===== src/design/rfb_pkg.sv =====
// ----------------------------------------------------------------------------
// rfb_pkg
// Types, sizes and codes shared by the ring FIFO batch push/pop block.
// ----------------------------------------------------------------------------
`default_nettype none

package rfb_pkg;

    localparam int CAPACITY    = 1024;
    localparam int MAX_POP_RUN = 64;

    localparam int AW      = $clog2(CAPACITY);
    localparam int CW      = $clog2(MAX_POP_RUN + 1);
    localparam int DATA_W  = 32;
    localparam int CNT_W   = 7;
    localparam int RUN_W   = 10;
    localparam int LEVEL_W = 10;

    localparam logic [RUN_W-1:0] BATCH_MAX = {RUN_W{1'b1}};

    localparam logic OP_PUSH = 1'b0;
    localparam logic OP_POP  = 1'b1;

    typedef struct packed {
        logic                     op;
        logic signed [DATA_W-1:0] value;
        logic                     batch_end;
        logic [CNT_W-1:0]         max_count;
    } t_in;

    typedef struct packed {
        logic                     ok;
        logic signed [DATA_W-1:0] data;
        logic [RUN_W-1:0]         run_count;
        logic                     last;
        logic [LEVEL_W-1:0]       level;
    } t_out;

    typedef enum logic {
        ST_IDLE,
        ST_EMIT
    } t_state;

    typedef struct packed {
        logic push;
        logic pop_empty;
        logic pop_start;
        logic pop_emit;
    } t_cmd;

    typedef struct packed {
        logic slot_free;
        logic is_push;
        logic pop_zero;
        logic run_last;
    } t_stat;

endpackage

`default_nettype wire


===== src/design/rfb_ctrl.sv =====
// ----------------------------------------------------------------------------
// rfb_ctrl
// Sequencer: accepts items and steps through the words of a pop run.
// ----------------------------------------------------------------------------
`default_nettype none

module rfb_ctrl (
    input  wire logic          i_clk,
    input  wire logic          i_rst_n,
    input  wire logic          i_in_valid,
    input  wire rfb_pkg::t_stat i_stat,
    output rfb_pkg::t_cmd      o_cmd,
    output logic               o_in_stall
);

    rfb_pkg::t_state r_state;
    rfb_pkg::t_state n_state;

    always_ff @(posedge i_clk) begin
        if (!i_rst_n) begin
            r_state <= rfb_pkg::ST_IDLE;
        end else begin
            r_state <= n_state;
        end
    end

    always_comb begin
        n_state    = r_state;
        o_cmd      = '0;
        o_in_stall = 1'b1;
        case (r_state)
            rfb_pkg::ST_IDLE: begin
                o_in_stall = !i_stat.slot_free;
                if (i_in_valid && i_stat.slot_free) begin
                    if (i_stat.is_push) begin
                        o_cmd.push = 1'b1;
                    end else if (i_stat.pop_zero) begin
                        o_cmd.pop_empty = 1'b1;
                    end else begin
                        o_cmd.pop_start = 1'b1;
                        n_state         = rfb_pkg::ST_EMIT;
                    end
                end
            end
            rfb_pkg::ST_EMIT: begin
                if (i_stat.slot_free) begin
                    o_cmd.pop_emit = 1'b1;
                    if (i_stat.run_last) begin
                        n_state = rfb_pkg::ST_IDLE;
                    end
                end
            end
            default: begin
                n_state = rfb_pkg::ST_IDLE;
            end
        endcase
    end

endmodule

`default_nettype wire


===== config.mk =====
export PLATFORM = sky130hd
export DESIGN_NAME = rfb_ctrl
export DESIGN_NICKNAME = d
export VERILOG_FILES = /design/src/design/rfb_pkg.sv /design/src/design/rfb_ctrl.sv
export SDC_FILE = /design/constraint.sdc
export NUM_CORES = 1
export LEC_CHECK = 0
export ABC_AREA = 1
export BUFFER_PORTS_ARGS = -buffer_cell sky130_fd_sc_hd__buf_4
export CORE_AREA = 2 2 39 41
export DETAILED_ROUTE_END_ITERATION = 8
export DIE_AREA = 0 0 41 43
export REMOVE_ABC_BUFFERS = 1
export SETUP_SLACK_MARGIN = 0.4
export SLEW_MARGIN = 40
export SYNTH_ARGS = -nofsm -noshare
export SYNTH_HDL_FRONTEND = slang
export SYNTH_SLANG_ARGS = --single-unit
export TNS_END_PERCENT = 1

===== constraint.sdc =====
create_clock -name i_clk -period 1.1 [get_ports i_clk]
set_input_delay 0.11 -clock i_clk [delete_from_list [all_inputs] [get_ports i_clk]]
set_output_delay 0.11 -clock i_clk [all_outputs]
set_load 0.01 [all_outputs]

# Yosys cells after proc, flatten, opt, wreduce, memory -nomap -nowiden
# Index checks and enable logic that the tools add are counted.
totals:
  out_inout_bits: 5
  reg_bits: 1
  in_bits: 7
  elab_cells: 18
op_classes:
  muxes: 14
  bitwise: 1
  reduce_logical: 2
ops:
  columns: ["cell", "n"]
  rows:
  - ["$mux 1", 10]
  - ["$mux 3", 2]
  - ["$mux 2", 1]
  - ["$pmux 1 s2", 1]
  - ["$logic_and 1x1->1", 1]
  - ["$logic_not 1->1", 1]
  - ["$not 1->1", 1]

# Longest topological paths before layout
depth:
  ltp_word: 4
  depth_mapped: 4
  mapped_depth_nobuf: 4

# Worst setup path after synthesis
# OpenSTA, ideal clock, no wires.
synth_timing:
  path_kind: "reg2out"
  startpoint: "register r_state"
  endpoint: "output port o_cmd[2] (netlist bit)"
  n_path_buf: 0
  arrival_ns: 0.645
  path_stages_with_launch: 2
  setup_slack_ns: 0.345
  required_time_ns: 0.990
  cell_sequence: "dfxtp_1 > nor3_1"
synth_rtl:
  columns: ["element", "line_no", "rtl"]
  rows:
  - ["start, declared", "rfb_ctrl.sv:16", "rfb_pkg::t_state r_state;"]
  - ["start signal, assigned", "rfb_ctrl.sv:21", "r_state <= rfb_pkg::ST_IDLE;"]
  - ["start signal, assigned", "rfb_ctrl.sv:23", "r_state <= n_state;"]
  - ["end, declared", "rfb_ctrl.sv:12", "output rfb_pkg::t_cmd o_cmd,"]

==> results <==
- Relative to the synthesized area, the layout overhead comes to 135%.
- The final hold slack is 0.349 ns.
- The post-place instance area is between 200 and 250 µm².
- Across the run, the number of max-cap violations was 0.
- The die area is approximately 0.0018 mm².
- Along the worst path, the maximum fanout reaches 6.
- The nature of the critical path endpoint is an output port.
- Between clock sinks in the finished design, the worst skew comes to 0 ns.
- The total vias in the final route is 136.
- The post-route clock period utilization is 67.1%.
- The largest area contributor in the synthesized netlist is sky130_fd_sc_hd__dfxtp_1.
- In this run the mean area of a mapped cell was 5.49 µm².
- The number of antenna diodes in the final layout is 0.
- The Yosys step of the flow raised 0 warnings.
- The number of violations reported at the end of detailed-routing iteration 0 is 0.
- After detailed routing, the number of remaining DRC violations is 0.
- The via count of the first global-routing pass came to roughly 110.
- After synthesis, the largest area contributor takes up 20.3% of total cell area.
- The required time of the worst setup path is 0.99 ns.
- The wire-length estimate of the detail-placed layout is 240 µm.
- The placer congestion estimate is 0.513.
- Of the synthesized area, sequential elements account for 20.3%.
- Setup violations remaining at the end of the flow were counted as 0.
- The layout net count is 38.
- The critical path in this run is classified as flip-flop to output port.
- The post-CTS setup buffer count is 0.
- The run finished with clean final reports.
- The cell area after layout is about 230 µm².
- From bottom edge to top edge, the die measures 43 µm.
- In this run the power density over the cells is ~410 mW/mm².
- The final sum of negative setup slack is 0 ns.
- The global-route wire length before repair is between 400 and 500 µm.
- Setup repair after global routing could not meet its margin everywhere.
- The chip width is 41 µm.
- The largest register by flop count is r_state.
- The final layout contains routed wiring with a total length of 294 µm.
- Data on the critical path arrives at its endpoint at 0.63 ns.
- The clock transition at the register clock pins on the worst setup and hold paths after CTS is 0 ns.
- The initial antenna violation count is 0.
- The synthesized netlist occupies a cell area of 98.8 µm².
- The cell row count is 14.
- The layout has 157 filler cells.
- The relative max-transition margin is 91.0%.
- The shortest clock period the worst path allows after layout is between 0.7 and 0.8 ns.
- The placed cell count is 45.
- The total congestion overflow after global routing is 0.
- After clock tree synthesis, the flow added hold-fix buffers numbering 0.
- For this run, the top clock speed supported by timing is around 1400 MHz.
- The number of unique standard cell types used by synthesis is 8.
- The measured slew at the worst slew-check pin is 0.135 ns.
- In the global route stage, overall resource usage came out at 3.20%.
- The later pin in the worst-skew pair is clocked with a latency of 0 ns.
- The starting utilization of the core area is 7.14%.
- The number of input and output port buffers inserted is 11.
- The core region is 0.00138 mm².
- The share of cells above drive strength 1 is 75.9%.
- The largest registers in the layout are r_state: 1 flops.
- The largest net degree at the start of global routing is 7.
- The number of max-slew violations in the final report is 0.
- Across the VDD grid, the largest voltage drop is between 0.07 and 0.08 mV.
- The final count of hold timing violations was 0.
- The class of the worst hold path is input pin to flip-flop.
- For this design the top-level I/O count stands at 12.
- The average vias per placed instance is a little over 3.
- The gate count after technology mapping is 18.
- The count of antenna-violating nets left after detailed routing is 0.
- The number of standard cells in the layout, taps in and fillers out is 45.
- The flip-flop count of the largest register, all copies and words added came to 1.
- Counting flops and latches in the post-synthesis netlist gives 1.
- The count of TritonRoute iterations in the first routing pass is 1.
- The analysis attributes to cell leakage a power of 0.116 nW.
- STA classifies the critical path startpoint as a flip-flop.
- Yosys attributes the largest share of cell area to sky130_fd_sc_hd__dfxtp_1 20%, sky130_fd_sc_hd__inv_1 19%, sky130_fd_sc_hd__nand2_1 19%.
- In the final routed layout, each cell accounts on average for roughly 6.5 µm.
[what timing repair did]
action,in CTS,in global routing
endpoints found under the setup margin,6,6
gates resized for setup,11,0
pin swaps,4,1
[area by class of cell]
| type | instances | area (µm²) | area share (%) |
|---|---|---|---|
| inverter | 5 | 18.8 | 8.06 |
| timing repair buffer | 11 | 90.1 | 38.7 |
| sequential | 1 | 23.8 | 10.2 |
| tap | 16 | 20.0 | 8.60 |
| multi-input combinational | 12 | 80.1 | 34.4 |
[worst max-delay path, cell delays in order (launching register included)]
cell and delay (ns):
sky130_fd_sc_hd__dfxtp_4 0.35, sky130_fd_sc_hd__nor2_4 0.08, sky130_fd_sc_hd__nand2_2 0.06, sky130_fd_sc_hd__inv_2 0.05
sky130_fd_sc_hd__buf_6 0.09
[through the flow]
stage          setup slack, ns  power, mW  util (%)
2_1_floorplan            0.345     0.0568         -
3_3_place_gp             0.283     0.0869      14.6
3_5_place_dp             0.264     0.0872      14.6
4_1_cts                  0.356     0.0955      16.8
5_1_grt                  0.332      0.101      16.8
6_report                 0.362     0.0951      16.8
[cell usage after synthesis]
| library cell | count |
|---|---|
| sky130_fd_sc_hd__a21oi_2 | 1 |
| sky130_fd_sc_hd__dfxtp_1 | 1 |
| sky130_fd_sc_hd__inv_1 | 5 |
| sky130_fd_sc_hd__nand2_1 | 5 |
| sky130_fd_sc_hd__nand2_2 | 2 |
| sky130_fd_sc_hd__nor2_1 | 1 |
| sky130_fd_sc_hd__nor2_2 | 1 |
| sky130_fd_sc_hd__nor3_1 | 2 |
[cells in the final DEF (no fill, tap or decap)]
cell	n
sky130_fd_sc_hd__nand2_2	3
sky130_fd_sc_hd__nor2_4	1
sky130_fd_sc_hd__a21oi_2	1
sky130_fd_sc_hd__dfxtp_4	1
sky130_fd_sc_hd__inv_1	3
sky130_fd_sc_hd__buf_4	9
sky130_fd_sc_hd__nor2_2	1
sky130_fd_sc_hd__inv_2	2
sky130_fd_sc_hd__nand2_1	4
sky130_fd_sc_hd__nor3_2	2
sky130_fd_sc_hd__buf_6	2
[path summary, 6_finish.rpt]
path / startpoint / endpoint / slack, ns / cells past startpoint
worst max-delay path: r_state / o_cmd[1] / 0.36 / 4
worst max register to register: r_state / r_state / 0.43 / 3
worst min register to register: r_state / r_state / 0.53 / 2
worst min-delay path: i_rst_n / r_state / 0.35 / 3
[cells by family (layout without fill, tap and decap cells)]
family,Yosys count,count (layout),synth area share (%)
simple gates,11,11,51.9
compound gates,1,1,8.86
buf+inv,5,16,19.0
flops,1,1,20.3
[layer usage]
metal	GRT usage [%]	routed length, µm
met5	0	0
met2	7.81	184
met3	0	30
met1	2.22	80
met4	0	0
[where the power goes]
group	leakage (nW)	internal (mW)	switching [mW]	total, mW
Clock	0	0	0	0
Combinational	0.107	0.0319	0.0242	0.0562
Sequential	0.00889	0.0365	0.00238	0.0389
Total	0.116	0.0685	0.0266	0.0951
Power figures use the tool's default switching activity.
